**config.mk**
```make
export PLATFORM = sky130hd
export DESIGN_NAME = pip_ram
export DESIGN_NICKNAME = d
export VERILOG_FILES = /design/src/hdl/pip_ram.sv
export SDC_FILE = /design/constraint.sdc
export NUM_CORES = 1
export LEC_CHECK = 0
export BUFFER_PORTS_ARGS = -buffer_cell sky130_fd_sc_hd__buf_2
export CAP_MARGIN = 20
export CORE_MARGIN = 5
export CORE_UTILIZATION = 56
export DETAILED_ROUTE_END_ITERATION = 6
export PLACE_DENSITY = 0.75
export RECOVER_POWER = 100
export SYNTH_ARGS = -nofsm -noshare
export SYNTH_HDL_FRONTEND = slang
export SYNTH_SLANG_ARGS = --single-unit
```
**constraint.sdc**
```tcl
create_clock -name clock -period 2.21 [get_ports clock]
set_input_delay 0.442 -clock clock [delete_from_list [all_inputs] [get_ports clock]]
set_output_delay 0.442 -clock clock [all_outputs]
set_load 0.03 [all_outputs]
```
**src/hdl/pip_ram.sv**
```systemverilog
`timescale 1ns / 1ps
// ----------------------------------------------------------------------------
// Generic RAM
// One write port and one read port with registered read data.
// ----------------------------------------------------------------------------
module pip_ram #(
   parameter int WIDTH = 8,
   parameter int DEPTH = 64
) (
   input  logic                     clock,
   input  logic                     we,
   input  logic [$clog2(DEPTH)-1:0] waddr,
   input  logic [WIDTH-1:0]         wdata,
   input  logic [$clog2(DEPTH)-1:0] raddr,
   output logic [WIDTH-1:0]         rdata
);

   logic [WIDTH-1:0] mem [DEPTH];
   logic [WIDTH-1:0] rdata_ff;

   always_ff @(posedge clock) begin
      if (we) begin
         mem[waddr] <= wdata;
      end
      rdata_ff <= mem[raddr];
   end

   assign rdata = rdata_ff;

endmodule

```
Word-level counts from Yosys, hierarchy flattened
Memory sizes are Yosys's and may differ from the RTL's. A register that Yosys moved wholly into a read port is not among the register bits.
Cells that the tools add are included.
{"block": "word_totals", "ramBits": 512, "n_memories": 1, "register_bits": 0, "word_cells": 3}
{"block": "op_classes", "muxes": 2}
{"memory": "mem", "words": 64, "width": 8, "read_ports": 1, "rd_clocked_by_memory_dff": 1, "write_ports": 1, "line_no": "18", "rtl": "logic [WIDTH-1:0] mem [DEPTH];"}
{"cell": "$mux 1", "n": 2}

Longest topological paths before layout
{"block": "logic_depth", "word_depth": 2, "depth_mapped": 9, "ltp_nobuf": 5}

Worst setup path before layout
OpenSTA, ideal clock, no wires.
{"block": "synth_path", "kind": "input to register", "startpoint": "input port raddr[1]", "endpoint": "register rdata_ff[3], in the netlist rdata[3] (read register of mem)", "required_ps": 2082, "arrival_ps": 1982, "slack_ps": 100, "path_stages": 7, "n_path_buf": 3, "path_cell_list": "buf_4 > buf_2 > buf_2 > mux4_2 > mux4_2 > o21ai_1 > o41ai_1"}
{"item": "start: declaration", "line_no": "14", "rtl": "input logic [$clog2(DEPTH)-1:0] raddr,"}
{"item": "end: declaration", "line_no": "19", "rtl": "logic [WIDTH-1:0] rdata_ff;"}

==> flow_summary.yaml <==
timing:
  fin_crit_sh_pct: 96.9
  layout_min_cycle_time_ns: 2.14
  whs_ns: 0.289
  maxSlewHeadroom_pct: 10.9
  tightest_slew_ns: 1.34
  finalSetupViolations: 0
  final_hold_viol_count: 0
  timing.fmax_mhz: 467
  fin_ws_ns: 0.0696
  rsz0062_at_grt: "no"
  slew_violations: 0
  finalClockSkew_ns: 0.0154
floorplanning:
  ioPinCount: 30
  die_h_um: 200
  num_rows: 69
  start_util_pct: 56.7
  core_area_um2: 35600
  fp.dieArea_um2: 39900
  die_x_um: 200
yosys:
  synth_seq_area_share_pct: 77.0
  synthTopCellsByArea: "edfxtp_1 (76%), mux4_2 (14%), nor2_1 (1.5%), mux2i_1 (1.1%), dfxtp_1 (0.79%)"
  synth-xor-area-share_pct: 0
  ys_warn_count: 0
  postSynthCellCount: 940
  yosys.area.top_type: "edfxtp_1"
  synthesis.nets: 962
  synth_seq_cells: 520
  ys_types: 40
  netlist_top_cells_count: "edfxtp_1 (512), mux4_2 (126), nor2_1 (83)"
  async_flop_share_pct: 0
  synth_top_family_by_area: "multiplexers"
  synthAdderAreaFrac_pct: 0
  ys.flop_type: "edfxtp_1"
  syn_area_per_cell_um2: 21.5
  synth.most_common_cell: "edfxtp_1"
  yosys.area.top_type_share_pct: 76.2
  synth.mux.area_fraction_pct: 15.9
  syn_area_um2: 20200
  synth_simple_gate_area_share_pct: 3.39
  synth_edf_count: 512
  synth_compound_area_share_pct: 2.07
critical_path:
  critPathLaunchType: "flop"
  r2r_end: "rdata[6]"
  critPathLaunch: "mem[29][6]"
  cp.required_ns: 2.66
  regToRegSetupSlack_ns: 0.07
  crit_fanout: 1
  worstSetupPathType: "flop to flop"
  critPathCaptureType: "flop"
  r2r_start: "mem[29][6]"
  critical_path_arrival_ns: 2.59
  reg2regPathDepth: 6
power:
  combPwrFrac_pct: 5.4
  power_uw: 20400
  p_clk_share_pct: 41.0
  switching_share_pct: 20.5
  power_frac_seq_pct: 53.6
  ir_drop_mv: 0.705
  p_sw_uw: 4190
  leakage_uw: 0.00723
  p_per_area_nw_per_um2: 887
  p_int_uw: 16200
cts:
  postCtsHoldBufs: 0
  cts-buffers-inserted: 50
  cts_tree: "done"
  ctsResizeCount: 0
  insertion_delay_ns: 0.58
  post-cts-setup-buffers: 0
  clkSinkCount: 520
  clock_path_buffers: 3
  root_buffer: "clkbuf_16"
  htree_levels: 2
  path_clk_slew_ns: 0.06
worst_hold_path:
  worstHoldEndpoint: "mem[33][6]"
  worstHoldStart: "wdata[6]"
  holdPathStages: 1
  hold_class: "input pin to flop"
grt:
  grt.busiest_layer: "met2"
  grt_pass1_wl_mm: 67.2
  grt_max_degree: 65
  grt_pass1_vias: 10300
  grtUsageMet2_pct: 37.0
  antenna_found_initial: 2
  grt_overflow: 0
  use_met1_pct: 33.6
  grt_util_all_layers_pct: 23.2
  use_met3_pct: 5.09
final_layout:
  drive_above_1_share_pct: 24.4
  final_util_pct: 64.8
  fin_nets: 1138
  fillers: 2384
  area_delta_synth_final_pct: 14.2
route:
  num_vias: 10100
  drc_errors: 0
  wl_per_cell_um: 27.8
  via_per_inst: 6.25
  wirelength_mm: 45.0
  drtIter0Drc: 1274
  ant_nets: 0
  dr.pass1.iters: 5
place:
  preCtsSetupSlack_ns: -0.376
  place_congestion: 0.888
  numPortBuffers: 29
  place_hpwl_mm: 28.8
flow_run:
  cap_viol_max_count: 0
run_status:
  status: "finished, final reports clean"
logic make-up after synthesis:
| family | after synthesis |
|---|---|
| flops | 520 |
| mux | 162 |
| simple gates | 153 |
| compound gates | 54 |
| buf+inv | 51 |
metal layers:
| metal | routed length, µm | vias to the layer above |
|---|---|---|
| li1 | - | 4289 |
| met5 | 10 | - |
| met3 | 4530 | 77 |
| met4 | 1130 | 2 |
| met1 | 17400 | 5190 |
| met2 | 22000 | 546 |
cells in the final DEF (no fill, tap or decap), types with 14 or more instances in the layout:
master and n:
buf_4 40, clkbuf_1 111, clkbuf_16 51, edfxtp_1 512
mux2i_1 23, mux4_2 126, nand2_1 19, nor2_1 83
nor2b_1 14
layout make-up:
type	instances	area (µm²)	area share, %
sequential	520	15500	67.4
multi-input combinational	369	4320	18.7
clock buffer	57	1300	5.64
timing repair buffer	175	997	4.33
tap	461	577	2.50
clock inverter	32	307	1.33
antenna	3	7.51	0.0326
registers in the layout, indices dropped and copies added, names as in the netlist:
| signal | cells |
|---|---|
| rdata | 8 |
| mem | 512 |
critical path, stage by stage (launching register included):
cell and delay [ns]:
edfxtp_1 0.39, mux4_2 0.50, mux2_2 0.30, o221a_2 0.28, nor3_1 0.18, clkbuf_1 0.24
o32ai_1 0.13
power groups by stage:
stage,sequential (µW),clock (µW),combinational (µW)
2_1_floorplan,11200,0,582
3_3_place_gp,11200,0,1120
3_5_place_dp,11200,0,1140
4_1_cts,10900,8500,1150
5_1_grt,11000,8990,1170
6_report,11000,8390,1100
per-stage QoR:
| stage | area, µm² | TNS (ns) | cells |
|---|---|---|---|
| after floorplan | 20200 | 0 | 940 |
| after global routing | 23000 | 0 | 1614 |
| after detailed placement | 21900 | -2.11 | 1523 |
| final | 23000 | 0 | 1617 |
| after CTS | 23500 | 0 | 1612 |
| after global placement | 21900 | -1.92 | 1523 |
how the worst max path moves through the flow:
stage	to	slack (ns)	cells past startpoint
2_1_floorplan	rdata[3]	0.10	7
3_3_place_gp	rdata[3]	-0.35	8
3_5_place_dp	rdata[3]	-0.38	8
4_1_cts	rdata[4]	0.13	5
5_1_grt	rdata[3]	0.06	8
6_report	rdata[6]	0.07	6
Note: power is estimated with default switching activity, not from simulation.
