===== src/hdl/pip_pkg.sv =====
`timescale 1ns / 1ps
// ----------------------------------------------------------------------------
// Point-in-polygon locator package
// Sizes, field positions, action codes and shared types of the locator.
// ----------------------------------------------------------------------------
package pip_pkg;

   localparam int MAX_POLYGONS = 64;
   localparam int MAX_VERTICES = 8;
   localparam int COORD_BITS   = 32;
   localparam int MIN_VERTICES = 3;

   localparam int POLY_W  = $clog2(MAX_POLYGONS);
   localparam int VERT_W  = $clog2(MAX_VERTICES);
   localparam int CNT_W   = $clog2(MAX_VERTICES + 1);
   localparam int VADDR_W = POLY_W + VERT_W;
   localparam int ENTRY_W = 2 * COORD_BITS;
   localparam int PROD_W  = 2 * COORD_BITS;
   localparam int CFG_W   = 7;

   // Input transaction field widths and positions in req_tdata.
   localparam int ACTION_W   = 3;
   localparam int F_PIDX_W   = 6;
   localparam int F_VIDX_W   = 3;
   localparam int F_VCNT_W   = 4;
   localparam int F_COORD_W  = 32;
   localparam int F_PIDX_LO  = 0;
   localparam int F_VIDX_LO  = F_PIDX_LO + F_PIDX_W;
   localparam int F_VCNT_LO  = F_VIDX_LO + F_VIDX_W;
   localparam int F_X_LO     = F_VCNT_LO + F_VCNT_W;
   localparam int F_Z_LO     = F_X_LO + F_COORD_W;
   localparam int REQ_DATA_W = 80;
   localparam int RSP_DATA_W = 8;

   localparam logic [ACTION_W-1:0] ACT_WRITE_VERTEX = 3'd0;
   localparam logic [ACTION_W-1:0] ACT_SET_COUNT    = 3'd1;
   localparam logic [ACTION_W-1:0] ACT_BLOCK        = 3'd2;
   localparam logic [ACTION_W-1:0] ACT_UNBLOCK      = 3'd3;
   localparam logic [ACTION_W-1:0] ACT_LOCATE       = 3'd4;

   typedef struct packed {
      logic              cnt_we;
      logic              blk_we;
      logic [POLY_W-1:0] addr;
      logic [CNT_W-1:0]  cnt;
      logic              blk;
   } tbl_wr_type;

   typedef struct packed {
      logic data_valid;  // vertex read data is present this cycle
      logic is_edge;     // the data closes an edge with the previous vertex
      logic clear;       // start of a new polygon
   } edge_ctl_type;

   typedef struct packed {
      logic busy;
      logic in_poly;
   } edge_sts_type;

   // Magnitude of a difference of two coordinates; it always fits COORD_BITS.
   function automatic logic [COORD_BITS-1:0] mag_of(input logic [COORD_BITS:0] v);
      logic [COORD_BITS:0] n;
      n = -v;
      return v[COORD_BITS] ? n[COORD_BITS-1:0] : v[COORD_BITS-1:0];
   endfunction

   function automatic logic prod_neg(input logic [COORD_BITS:0] a,
                                     input logic [COORD_BITS:0] b);
      return (a != '0) && (b != '0) && (a[COORD_BITS] ^ b[COORD_BITS]);
   endfunction

endpackage


===== src/hdl/pip_ram.sv =====
`timescale 1ns / 1ps
// ----------------------------------------------------------------------------
// Generic RAM
// One write port and one read port with registered read data.
// ----------------------------------------------------------------------------
module pip_ram #(
   parameter int WIDTH = 8,
   parameter int DEPTH = 64
) (
   input  logic                     clock,
   input  logic                     we,
   input  logic [$clog2(DEPTH)-1:0] waddr,
   input  logic [WIDTH-1:0]         wdata,
   input  logic [$clog2(DEPTH)-1:0] raddr,
   output logic [WIDTH-1:0]         rdata
);

   logic [WIDTH-1:0] mem [DEPTH];
   logic [WIDTH-1:0] rdata_ff;

   always_ff @(posedge clock) begin
      if (we) begin
         mem[waddr] <= wdata;
      end
      rdata_ff <= mem[raddr];
   end

   assign rdata = rdata_ff;

endmodule


===== src/hdl/pip_poly_table.sv =====
`timescale 1ns / 1ps
// ----------------------------------------------------------------------------
// Polygon table
// Vertex counts and blocked flags in two memories, with per-entry valid bits
// so that entries read as zero until written after reset.
// ----------------------------------------------------------------------------
module pip_poly_table
   import pip_pkg::*;
(
   input  logic              clock,
   input  logic              reset,
   input  tbl_wr_type        wr,
   input  logic [POLY_W-1:0] raddr,
   output logic [CNT_W-1:0]  cnt,
   output logic              blk
);

   logic [MAX_POLYGONS-1:0] cnt_vld_ff, cnt_vld_in;
   logic [MAX_POLYGONS-1:0] blk_vld_ff, blk_vld_in;
   logic                    rd_cnt_vld_ff, rd_blk_vld_ff;
   logic [CNT_W-1:0]        cnt_raw;
   logic                    blk_raw;

   pip_ram #(.WIDTH(CNT_W), .DEPTH(MAX_POLYGONS)) u_cnt_ram (
      .clock (clock),
      .we    (wr.cnt_we),
      .waddr (wr.addr),
      .wdata (wr.cnt),
      .raddr (raddr),
      .rdata (cnt_raw)
   );

   pip_ram #(.WIDTH(1), .DEPTH(MAX_POLYGONS)) u_blk_ram (
      .clock (clock),
      .we    (wr.blk_we),
      .waddr (wr.addr),
      .wdata (wr.blk),
      .raddr (raddr),
      .rdata (blk_raw)
   );

   always_comb begin
      cnt_vld_in = cnt_vld_ff;
      blk_vld_in = blk_vld_ff;
      if (wr.cnt_we) begin
         cnt_vld_in[wr.addr] = 1'b1;
      end
      if (wr.blk_we) begin
         blk_vld_in[wr.addr] = 1'b1;
      end
   end

   always_ff @(posedge clock) begin
      if (reset) begin
         cnt_vld_ff <= '0;
         blk_vld_ff <= '0;
      end else begin
         cnt_vld_ff <= cnt_vld_in;
         blk_vld_ff <= blk_vld_in;
      end
      rd_cnt_vld_ff <= cnt_vld_ff[raddr];
      rd_blk_vld_ff <= blk_vld_ff[raddr];
   end

   assign cnt = rd_cnt_vld_ff ? cnt_raw : '0;
   assign blk = rd_blk_vld_ff & blk_raw;

endmodule


===== config.mk =====
export PLATFORM = sky130hd
export DESIGN_NAME = pip_poly_table
export DESIGN_NICKNAME = d
export VERILOG_FILES = /design/src/hdl/pip_pkg.sv /design/src/hdl/pip_ram.sv /design/src/hdl/pip_poly_table.sv
export SDC_FILE = /design/constraint.sdc
export NUM_CORES = 1
export LEC_CHECK = 0
export ABC_AREA = 1
export BUFFER_PORTS_ARGS = -buffer_cell sky130_fd_sc_hd__buf_2
export CAP_MARGIN = 20
export CORE_AREA = 2 2 191 212
export DETAILED_ROUTE_END_ITERATION = 10
export DIE_AREA = 0 0 193 214
export PLACE_DENSITY = 0.65
export SKIP_CTS_REPAIR_TIMING = 1
export SYNTH_ARGS = -nofsm -noshare
export SYNTH_HDL_FRONTEND = slang
export SYNTH_SLANG_ARGS = --single-unit

===== constraint.sdc =====
create_clock -name clock -period 3.99 [get_ports clock]
set_clock_uncertainty 0.1 [all_clocks]
set_input_delay 0.399 -clock clock [delete_from_list [all_inputs] [get_ports clock]]
set_output_delay 0.399 -clock clock [all_outputs]
set_load 0.05 [all_outputs]

**Yosys cells after proc, flatten, opt, wreduce, memory -nomap -nowiden**

Memories as Yosys holds them, arrays and structs flattened. A register that Yosys moved wholly into a read port is not among the register bits.
Index checks and enable logic that the tools add are counted.

- Muxes and demuxes: 11
- Bitwise logic cells: 3
- $lt $le $gt $ge: 3
- Reductions and logical operators: 1

Operator list:

| cell | count |
|---|---|
| OR 64 bit | 2 |
| < comparator 6 x 7 -> 1 bit, second input constant | 2 |
| binary-select mux 1 bit (select 6 bit) | 2 |
| two-way mux 1 bit | 7 |
| demux 1 bit (select 6 bit) | 1 |
| >= comparator 6 x 1 -> 1 bit, second input constant | 1 |
| two-way mux 4 bit | 1 |
| bitwise AND 1 bit | 1 |
| logical AND 1 bit | 1 |

- Flip-flop bits (word level): 130
- RAM bits: 320
- Memories kept: 2
- Logic and storage cells: 24
- Output and inout bits: 5
- Input port bits: 21

Memories:

| name | words | bits a word | read ports | clocked after Yosys merged registers in | write ports | line | source |
|---|---|---|---|---|---|---|---|
| u_cnt_ram.mem | 64 | 4 | 1 | 1 | 1 | pip_ram.sv:18 | `logic [WIDTH-1:0] mem [DEPTH];` |
| u_blk_ram.mem | 64 | 1 | 1 | 1 | 1 | pip_ram.sv:18 |  |

**Longest topological paths before layout**

Gate-level depths: netlist of run 1.

- Word-level depth: 5
- Gate-level depth with buffers: 12
- Mapped depth without buffers: 9

**Hierarchy**

A second synthesis of run 1 with hierarchy kept.

- Cells, all modules: 2110
- Area total of the unflattened synthesis: 19623.8 um^2

By module, submodules not included:

| module | cells an instance | area each (um^2) | sequential area each (um^2) | times used |
|---|---|---|---|---|
| pip_ram (u_cnt_ram) | 948 | 10881.7 | 7767.4 | 1 |
| pip_poly_table | 848 | 5696.7 | 2602.5 | 1 |
| pip_ram (u_blk_ram) | 314 | 3045.4 | 1941.9 | 1 |

**Least setup slack after synthesis of run 1**

No wires, ideal clock.

- Path type: input to register
- From: in wr[12] in the netlist's numbering
- To: mem u_cnt_ram.mem[22][0] in the netlist's numbering (enable)
- Cell stages on the path: 4
- Buffers on the path: 2
- Library setup time: 304 ps
- Arrival: 1152 ps
- Data required time: 3586 ps
- Setup slack: 2433 ps
- Cell sequence: buf_1 > clkbuf_1 > nand2_1 > inv_1

- Cells in the longest elaborated chain, start to end: 2

Ends and longest elaborated chain:

| item | line | source |
|---|---|---|
| start, declared | pip_poly_table.sv:12 | `input tbl_wr_type wr,` |
| two-way mux 1 bit | pip_ram.sv:22 | `if (we) begin` |
| two-way mux 1 bit (implied by the code) | pip_ram.sv:23 | `mem[waddr] <= wdata;` |
| end, declared | pip_ram.sv:18 |  |

No other way between the ends.

**Worst setup path after layout of run 1**

- From: in raddr[1]
- To: reg rd_blk_vld_ff

- Cells in the longest elaborated chain, start to end: 2

Ends and longest elaborated chain:

| item | line | source |
|---|---|---|
| start, declared | pip_poly_table.sv:13 | `input logic [POLY_W-1:0] raddr,` |
| binary-select mux 1 bit (select 6 bit) | pip_poly_table.sv:62 | `rd_blk_vld_ff <= blk_vld_ff[raddr];` |
| two-way mux 1 bit (implied by the code) | pip_poly_table.sv:62 |  |
| end signal, assigned | pip_poly_table.sv:62 |  |
| end, declared | pip_poly_table.sv:20 | `logic rd_cnt_vld_ff, rd_blk_vld_ff;` |

No other way between the ends. The select of a mux whose other input is x is not followed.
A chain may end at the register's enable or synchronous reset.

==> impl_summary.md, run 1 <==
Detailed routing
The vias after detailed routing is 14386. The number of routed nets with antenna violations is 0. The first-pass iteration count of the detailed router is 6.

After detailed routing, the average wire length per cell comes to 19.3 µm. Dividing the detail-routed via count by the number of cells gives 5.44. The routed wire length is 51100 µm. After detailed routing, the number of remaining DRC violations is 0. In this run, the number of DRC markers left after iteration 0 of detailed routing was 1491.

Status
The run finished with clean final reports.

Floorplan
Row generation in the floorplan step produced 76 rows. The number of primary I/O pins is 26. The vertical die dimension is 214 µm. The core outline area is 39000 µm².

The initial cell density of the core is 49.7%. The die width is 193 µm. The die covers 41300 µm².

Synthesis
Of all flip-flops after synthesis, the portion carrying an async set or reset was 0%. The mean instance size in the synthesized netlist is 9.11 µm². The sequential-to-total area share from yosys stat is 63.5%. In this run, distinct cell masters in the synthesized netlist total 17. The largest area contributor in the netlist is edfxtp_1.

The proportion of netlist area held by the largest area contributor is 49.6%. The most used flip-flop cell after synthesis is edfxtp_1. The cell count after synthesis is 2128. After synthesis the netlist holds a flip-flop and latch count of 455. Synthesis produced a netlist with a net count of 2149. The count of synthesis-stage warnings from yosys is 0. The post-synth design cell area is 19400 µm². Yosys mapped a number of flops with a built-in enable equal to 320.

Sorting the synthesized cells by area gives the leading types as edfxtp_1 50%, dfxtp_1 14%, nand2_1 13%. Counting instances in the post-synthesis netlist gives the leading cell types as 668 x nand2_1, 378 x nand3_1, 320 x edfxtp_1, 276 x nor2_1, 174 x inv_1. The most repeated cell in the gate-level netlist after synthesis is nand2_1.

GRT
The aggregate global-route resource usage is 25.1%. The first global-routing pass estimated 79000 µm of wire. The number of global-route vias before repair came to 13960. The total overflow reported by the global router is 0. Entering global routing, the biggest net connects 113 pins. The initial antenna violation count was 0.

STA
The worst path needs 2.03 ns of the cycle, external delays included. The number of hold violations in the final report is 0. For the pin with the worst max-slew slack, the measured transition is 1.10 ns.

Measured against its own limit, the worst slew margin works out to 27.0%. The final number of max-transition violations is 0. The post-route clock period utilization is 50.8%. Across all hold checks on the routed design, the worst slack comes to 0.0735 ns. Summed over all failing endpoints, the final setup total negative slack is 0 ns. Setup repair after global routing left no endpoint under its margin.

The final-report setup violation count is 0. The maximum clock frequency is 493 MHz.

Worst hold path
The worst hold-check path type is input pin to register.

Power
Cell internal power was estimated by the tool at 7.80 mW. In this run the power spent charging and discharging nets is 2.27 mW. The portion of total power attributed to sequential cells is 50.7%.

The ratio of total power to cell area is 475 nW/µm². The static leakage is 8.57 nW. The power share of the combinational group is 6.6%. Net switching is 22.6% of the power. The maximum resistive drop on vdd is 0.000328 V. The clock network accounts for 42.7% of the total power.

Layout
Relative to the synthesized area, the layout overhead comes to 9.38%. Counting the fill cells in the layout gives 3570. The post-route netlist has 5.80% of its cells at a drive strength greater than 1. At the end of the flow the core is filled with cells to 54.4%. After the last flow step, the layout net total stands at 2122.

Critical path
Data arrives at the worst endpoint at 2.39 ns. The worst setup path is launched from an input pin. The endpoint type of the worst setup path is a register. The category of the most critical setup path is input pin to register.

The required arrival time at the worst endpoint is 4.35 ns. The maximum fanout encountered on the critical timing path is 69.

Place
The half-perimeter wire length of the detailed placement result is 31100 µm. The congestion estimate from routability-driven global placement came to 0.838. During placement, the flow inserted port buffers numbering 25.

Clock network
The clock tree from TritonCTS is done. The tree built by TritonCTS fans out to 455 sinks. The tree is rooted in a clkbuf_16.

No sink is reached through more buffers than the 3 on the longest clock path. The depth of the CTS H-tree is 2. Buffers inserted during clock tree synthesis total 45. After clock tree synthesis, the clock-pin slew on the worst setup and hold paths is 0.06 ns. The latest clock arrival within the worst-skew pair is 0.56 ns.

Run
Max-cap violations in this run came to 0.
critical path, cell delays in order:
cell and delay (ns):
buf_4 0.14, inv_4 0.61, buf_4 0.40, nand3_1 0.12, nand3_1 0.09, nand2_1 0.14, nand2_1 0.10, nand3_1 0.16
nand3_1 0.13, nand2_1 0.06
cells in the final DEF (no fill, tap or decap):
cell,instances
a21oi_1,30
buf_12,4
buf_2,22
buf_4,19
buf_6,1
bufinv_16,5
clkbuf_1,13
clkbuf_16,47
clkbuf_8,4
clkinv_1,4
clkinv_2,8
clkinvlp_4,1
dfxtp_1,135
diode_2,1
edfxtp_1,320
inv_1,173
inv_2,2
inv_4,1
inv_6,2
nand2_1,668
nand3_1,378
nor2_1,276
nor3_1,16
o21ba_2,8
cell type report:
type                       instances  area [µm²]  area share (%)
sequential                       455       12300            58.0
multi-input combinational       1376        5750            27.1
clock buffer                      64        1280            6.03
inverter                         177         672            3.17
tap                              507         634            2.99
timing repair buffer              46         344            1.62
clock inverter                    19         221            1.04
antenna                            1        2.50          0.0118
per-stage QoR:
| stage | instance area [µm²] | std cells | total power [mW] | worst slack, ns |
|---|---|---|---|---|
| final | 21200 | 2645 | 10.1 | 1.96 |
| after global routing | 21200 | 2644 | 10.4 | 1.91 |
| after CTS | 21200 | 2644 | 10.1 | 2.02 |
| after detailed placement | 19700 | 2561 | 5.86 | 1.43 |
| after global placement | 19700 | 2561 | 5.85 | 1.45 |
| after floorplan | 19400 | 2128 | 5.61 | 2.43 |
worst paths after layout:
path	end	slack, ns	from	depth (start not counted)
max	rd_blk_vld_ff$_DFF_P_	1.96	raddr[1]	10
min reg2reg	blk_vld_ff[30]$_SDFFE_PP0P_	0.35	blk_vld_ff[30]$_SDFFE_PP0P_	2
max reg2reg	u_cnt_ram.rdata[3]$_DFF_P_	2.54	u_cnt_ram.mem[40][3]$_DFFE_PP_	8
min	u_cnt_ram.rdata[3]$_DFF_P_	0.07	raddr[5]	3
power by group through the flow:
stage                     clock [mW]  sequential [mW]  combinational (mW)
after floorplan                    0             5.20               0.412
after global placement             0             5.20               0.652
after detailed placement           0             5.20               0.658
after CTS                       4.37             5.10               0.661
after global routing            4.53             5.10               0.724
final                           4.30             5.10               0.665
logic make-up (layout without fill, tap and decap cells):
group,Yosys count,count (layout),synth area share [%]
other,0,1,0
AO/OA/AOI/OAI,38,38,1.19
buffers and inverters,297,306,6.88
flip-flops,455,455,63.5
AND/OR/NAND/NOR,1338,1338,28.4
per-layer routing:
metal	global-route usage (%)	share of wire, %	vias up	routed length [µm]
met1	33.4	41	6886	21000
li1	-	-	6865	-
met4	9.70	3.7	0	1880
met3	3.70	6.5	101	3320
met5	0	0	-	0
met2	41.5	49	534	24900
registers in the layout (all words and copies together), names as in the netlist:
signal / flops
u_blk_ram.mem: 64
u_cnt_ram.rdata: 4
rd_blk_vld_ff: 1
blk_vld_ff: 64
cnt_vld_ff: 64
u_blk_ram.rdata: 1
rd_cnt_vld_ff: 1
u_cnt_ram.mem: 256
Note: power is estimated with default switching activity, not from simulation.
==> run 2: changes to the inputs <==
--- a/config.mk
+++ b/config.mk
@@ -11,7 +11,7 @@
 export CORE_AREA = 2 2 191 212
 export DETAILED_ROUTE_END_ITERATION = 10
 export DIE_AREA = 0 0 193 214
-export PLACE_DENSITY = 0.65
+export PLACE_DENSITY = 0.68
 export SKIP_CTS_REPAIR_TIMING = 1
 export SYNTH_ARGS = -nofsm -noshare
 export SYNTH_HDL_FRONTEND = slang
==> constraint.sdc (replaced) <==
create_clock -name clock -period 1.7 [get_ports clock]
set_clock_uncertainty 0.1 [all_clocks]
set_input_delay 0.17 -clock clock [delete_from_list [all_inputs] [get_ports clock]]
set_output_delay 0.17 -clock clock [all_outputs]
set_load 0.05 [all_outputs]
==> run 2 against run 1 <==
Flip-flop and latch count unchanged. First-iteration DRC count down 16%. Sequential share of layout area down 3.0 points. Clock-buffer cell count down 2. Non-clock buffer count up 107. Power up 140%. Sequential power up 140%. Clock power up 130%. Cell area up 5.5%.
==> impl_summary.md, run 2 (synthesized netlist as in run 1, its figures left out) <==
Detailed routing
The number of routed nets with antenna violations is 0. After detailed routing, the number of remaining DRC violations is 0. The routed wire length is 51700 µm. For this block, the via count after detailed routing is 14847. The first-pass iteration count of the detailed router is 5. The detail-routed net length per standard cell is 18.8 µm. Dividing the detail-routed via count by the number of cells gives 5.40.

The number of DRC markers in iteration 0 is 1259.

Layout
The number of antenna diodes in the final layout is 0. Leaving out fill and tap cells, the most frequent cell in the layout is nand2_1. The synthesis-to-finish area growth is 15.4%. The count of non-filler cells in the finished layout is 2750. The final core area utilization is 57.4%. The number of nets at the end of the flow is 2228. The flip-flop count of the largest register, all copies and words added is 256. Of the cells placed in the final design, the portion with a size suffix greater than 1 is 10.3%. The top register by number of flip-flops is u_cnt_ram.mem. In the layout the commonest cells are 668 x nand2_1, 378 x nand3_1, 320 x edfxtp_1, 276 x nor2_1, 173 x inv_1.

GRT
The met2 usage in global routing is 41.6%. Global routing consumed, over all layers together, 25.3% of the routing resources. The number of global-route vias before repair came to 14641. Entering global routing, the biggest net connects 65 pins. The first global-routing pass estimated 79900 µm of wire.

The initial antenna violation count is 0. The global-route met3 utilization is 3.41%. The most used routing layer in global routing is met2. Global routing used 32.9% of the available met1 tracks. The total overflow reported by the global router is 0.

Floorplan
The vertical die dimension is 214 µm. The floorplan step defined a core boundary enclosing 39000 µm². The initial cell density of the core is 49.7%. The die is 193 µm wide. The number of primary I/O pins is 26. The total die area is 41300 µm². The floorplan has 76 rows.

Clock network
The depth of the CTS H-tree is 2. TritonCTS built the clock tree. The latest clock arrival within the worst-skew pair is 0.57 ns.

The number of sinks handled by clock tree synthesis is 455. The cell sitting at the root of the clock tree is a clkbuf_16. The number of clock buffers added by TritonCTS is 44. The deepest clock path buffer count is 3. After clock tree synthesis, the clock-pin slew on the worst setup and hold paths is 0.06 ns.

Place
The count of placed standard cells including taps is 2663. The final weighted congestion in routability-driven placement is 0.856. Once detailed placement completed, the half-perimeter wirelength came to 33300 µm. The number of buffers added on ports is 25.

Worst hold path
The end of the worst hold path is cnt_vld_ff[30]$_SDFFE_PP0P_. Along the worst hold path, the cell count comes to 4. The startpoint of the tightest hold check path is wr[12].

In this run the worst hold path is classified as input pin to register.

Status
The flow ran to the end, and the final reports show no timing, DRC or antenna violations.

Critical path
Along the worst path, the maximum fanout reaches 4. STA classifies the critical path startpoint as a register. The category of the most critical setup path is register to output pin. The cell depth of the worst flop-to-flop path is 8. The endpoint type of the worst setup path is an output pin. The worst flop-to-flop path endpoint is u_cnt_ram.rdata[1]$_DFF_P_.

Data arrives at the worst endpoint at 1.38 ns. The required arrival time at the worst endpoint is 1.43 ns. The startpoint identified for the worst register-to-register timing path is u_cnt_ram.mem[63][1]$_DFFE_PP_. Setup slack on the worst reg-to-reg path comes out at 0.28 ns.

STA
Timing would allow up to 608 MHz. The number of hold violations in the final report is 0. For the finished layout, the period the worst path requires is 1.65 ns. Setup violations remaining at the end of the flow were counted as 0. Setup repair after global routing left no endpoint under its margin.

In this run the tightest slew margin relative to its limit is 51.4%. The final number of max-transition violations is 0. The post-route clock period utilization is 96.8%. At the pin with the least slew margin, the transition time is 0.728 ns.

Power
Dividing total power by cell area gives a power density of 1070 nW/µm². IR analysis of the VDD net gives a maximum drop of 0.000872 V. The sum of internal, switching and leakage power is 23.9 mW. In this run the static leakage power is 9.23 nW.

Run
Across the run, the number of max-cap violations was 0.
-- run 2: worst max-delay path by stage --
stage                          startpoint  depth (start not counted)                              to
global route        rd_cnt_vld_ff$_DFF_P_                          3                          cnt[2]
CTS                 rd_cnt_vld_ff$_DFF_P_                          3                          cnt[3]
finish              rd_cnt_vld_ff$_DFF_P_                          3                          cnt[3]
detailed placement                  wr[8]                          7  u_cnt_ram.mem[56][1]$_DFFE_PP_
global placement                    wr[8]                          8  u_cnt_ram.mem[41][3]$_DFFE_PP_
floorplan                          wr[12]                          4  u_cnt_ram.mem[22][0]$_DFFE_PP_
-- run 2: metal layers --
layer	wire [µm]	up-vias
met1	21000	7086
met4	2550	0
met2	24700	551
met5	0	-
li1	-	7072
met3	3390	138
-- run 2: cell type report --
type	instances	area [µm²]
Clock buffer	62	1260
Sequential cell	455	12300
Timing Repair Buffer	153	1510
Tap cell	507	634
Multi-Input combinational cell	1376	5750
Fill cell	3380	16600
Inverter	177	672
Clock inverter	20	236
-- run 2: power breakdown --
group / total (mW) / switching [mW] / leakage (nW) / internal (mW)
logic: 1.78 / 1.25 / 4.52 / 0.536
registers: 12.0 / 0.0329 / 3.97 / 11.9
clock network: 10.1 / 4.16 / 0.739 / 5.95
total: 23.9 / 5.44 / 9.23 / 18.4
-- run 2: worst max-delay path, stage by stage (launching register included) --
cell and delay (ns):
dfxtp_1 0.39, nand2_1 0.12, inv_1 0.06, buf_2 0.25
-- run 2: stage by stage --
| step | hold WS, ns | TNS [ns] | worst slack [ns] | cell area [µm²] |
|---|---|---|---|---|
| global placement | 0.337 | -9.84 | -0.119 | 20800 |
| global route | 0.0375 | 0 | 0.00544 | 22400 |
| finish | 0.0302 | 0 | 0.0548 | 22400 |
| CTS | -0.173 | 0 | 0.0462 | 22300 |
| detailed placement | 0.341 | -10.43 | -0.120 | 20800 |
| floorplan | 0.169 | 0 | 0.372 | 19400 |
==> run 3: changes to the inputs <==
--- a/config.mk
+++ b/config.mk
@@ -12,6 +12,7 @@
 export DETAILED_ROUTE_END_ITERATION = 10
 export DIE_AREA = 0 0 193 214
 export PLACE_DENSITY = 0.68
+export SETUP_SLACK_MARGIN = 0.1
 export SKIP_CTS_REPAIR_TIMING = 1
 export SYNTH_ARGS = -nofsm -noshare
 export SYNTH_HDL_FRONTEND = slang
==> run 3 against run 2 <==
Utilization is essentially flat. Sequential power is essentially flat. Cell count is the same. Clock power is essentially flat. Combinational power is essentially flat. Power is essentially flat. Critical path type unchanged. Largest cell class unchanged. Highest routed layer unchanged.
==> impl_summary.md, run 3 (synthesized netlist as in run 1, its figures left out) <==
Status
The flow ran to the end, and the final reports show no timing, DRC or antenna violations.

Detailed routing
The number of DRC markers in iteration 0 is 1259. Using the TritonRoute via totals, the vias-per-cell ratio works out to 5.40. The first-pass iteration count of the detailed router is 5. The number of routed nets with antenna violations is 0. The routed wire length is 51700 µm. Across all layers, the routed design uses 14848 vias. The detailed-route DRC error count is 0.

In the final routed layout, each cell accounts on average for 18.8 µm.

Power
The static leakage is 9.23 nW. Sequential cells burn 50.2% of the power. Per report_power, the clock group accounts for 42.3% of the total. The internal power of the cells is 18.4 mW. The share of total power consumed by net switching is 22.8%.

In this run the power spent charging and discharging nets is 5.44 mW. The ratio of total power to cell area is 1070 nW/µm². The power share of the combinational group is 7.5%.

The completed layout was analyzed and its total power is 23.9 mW. The maximum resistive drop on vdd is 0.000872 V.

Critical path
The reg-to-reg setup timing slack is 0.27 ns. Tracing the worst setup path back leads to its startpoint at rd_cnt_vld_ff$_DFF_P_. The critical path startpoint category is a register.

The worst flop-to-flop path endpoint is u_cnt_ram.rdata[1]$_DFF_P_. The arrival time at the worst endpoint is 1.27 ns. The startpoint identified for the worst register-to-register timing path is u_cnt_ram.mem[63][1]$_DFFE_PP_. The endpoint type of the worst setup path is an output pin. The category of the most critical setup path is register to output pin. For the worst setup path, the data required time is 1.43 ns. For the worst flop-to-flop path, the logic depth is 8. In this run the worst path has a maximum fanout of 4.

GRT
For this run, the total global-route usage over all layers was measured as 25.3%. The total overflow left after global routing is 0. The initial antenna violation count was 0. The number of global-route vias before repair came to 14641. The maximum number of pins on one net before global-route repair is 65. The global-route wire length before repair is 79900 µm.

Floorplan
The initial cell density of the core is 49.7%. In this run the count of I/O pins placed on the die edge is 26. The floorplan step set the die height to 214 µm.

The floorplan has 76 rows. The core region is 39000 µm². The die width is 193 µm.

The total die area is 41300 µm².

STA
Setup violations remaining at the end of the flow were counted as 0. The number of hold violations in the final report is 0. The maximum clock frequency is 649 MHz.

The relative slew slack is 50.7%. The total negative setup slack is 0 ns. The slew at the pin closest to its max-slew limit is 0.738 ns. Setup repair after global routing left no endpoint under its margin. The final number of max-transition violations is 0.

The post-route clock period utilization is 90.6%. The final critical delay including setup and external delays is 1.54 ns.

Layout
The number of diodes is 0. The library cells used most frequently in the layout, excluding fill and tap cells, are 668 x nand2_1, 378 x nand3_1, 320 x edfxtp_1, 276 x nor2_1, 173 x inv_1. The flip-flop count of the largest register, all copies and words added is 256. The finished layout holds 2750 standard cells, fillers aside.

The synthesis-to-finish area growth is 15.4%. The share of cells above drive strength 1 is 10.3%. Leaving out fill and tap cells, the most frequent cell in the layout is nand2_1. The top register by number of flip-flops is u_cnt_ram.mem. The number of nets at the end of the flow is 2228.

Place
Input and output buffers added on the ports amount to 25. Routability-driven placement finished with a final weighted congestion of 0.856. The half-perimeter wire length of the detailed placement result is 33300 µm. Once placement completed, the tool counted placed cells totaling 2663.

Clock network
The clock reaches the later pin of the worst-skew pair after 0.57 ns. The cell at the root of the clock tree is clkbuf_16. The deepest clock path buffer count is 3. The clock drives 455 sinks. TritonCTS built the clock tree.

The number of buffers inserted during clock tree synthesis is 44. Clock-pin slew was measured on the worst setup and hold paths at 0.06 ns. The depth of the CTS H-tree is 2.

Worst hold path
The end of the worst hold path is cnt_vld_ff[30]$_SDFFE_PP0P_. The worst hold path passes through 4 cells. The startpoint of the tightest hold check path is wr[12].

The worst hold path belongs to the class input pin to register.

Run
The number of violations of the max-capacitance limit is 0.
==> run 3: worst max-delay path by stage <==
stage / endpoint / slack, ns / depth (start not counted)
2_1_floorplan: u_cnt_ram.mem[22][0]$_DFFE_PP_ / 0.37 / 4
6_report: cnt[0] / 0.16 / 3
3_3_place_gp: u_cnt_ram.mem[41][3]$_DFFE_PP_ / -0.12 / 8
3_5_place_dp: u_cnt_ram.mem[56][1]$_DFFE_PP_ / -0.12 / 7
4_1_cts: cnt[3] / 0.05 / 3
5_1_grt: cnt[2] / 0.12 / 3
==> run 3: final cells by class <==
| type | count | area (µm²) |
|---|---|---|
| fill | 3373 | 16600 |
| sequential | 455 | 12300 |
| multi-input combinational | 1376 | 5750 |
| timing repair buffer | 153 | 1520 |
| clock buffer | 62 | 1260 |
| inverter | 177 | 672 |
| tap | 507 | 634 |
| clock inverter | 20 | 236 |
==> run 3: critical path: stages, from the launching register on <==
cell and delay, ns:
dfxtp_2 0.36, nand2_1 0.08, inv_1 0.05, clkbuf_4 0.22
==> run 3: power groups by stage <==
stage	logic, mW	clock network (mW)	registers [mW]
3_5_place_dp	1.75	0	12.2
2_1_floorplan	0.967	0	12.2
6_report	1.79	10.1	12.0
5_1_grt	1.93	10.6	12.0
3_3_place_gp	1.73	0	12.2
4_1_cts	1.76	10.2	12.0
==> run 3: routing by layer <==
layer / up-vias / global-route usage [%] / wire, µm
met5: - / 0 / 0
met4: 0 / 12.1 / 2510
met3: 132 / 3.41 / 3420
met2: 561 / 41.6 / 24800
met1: 7082 / 32.9 / 21000
li1: 7073 / - / -
==> run 3: metrics by stage <==
stage,worst slack (ns),cell area (µm²),utilization [%],hold WS (ns)
final,0.160,22400,57.4,0.0310
after floorplan,0.372,19400,-,0.169
after global routing,0.124,22400,57.4,0.0375
after CTS,0.0462,22300,57.2,-0.173
after detailed placement,-0.120,20800,53.4,0.341
after global placement,-0.119,20800,53.4,0.337
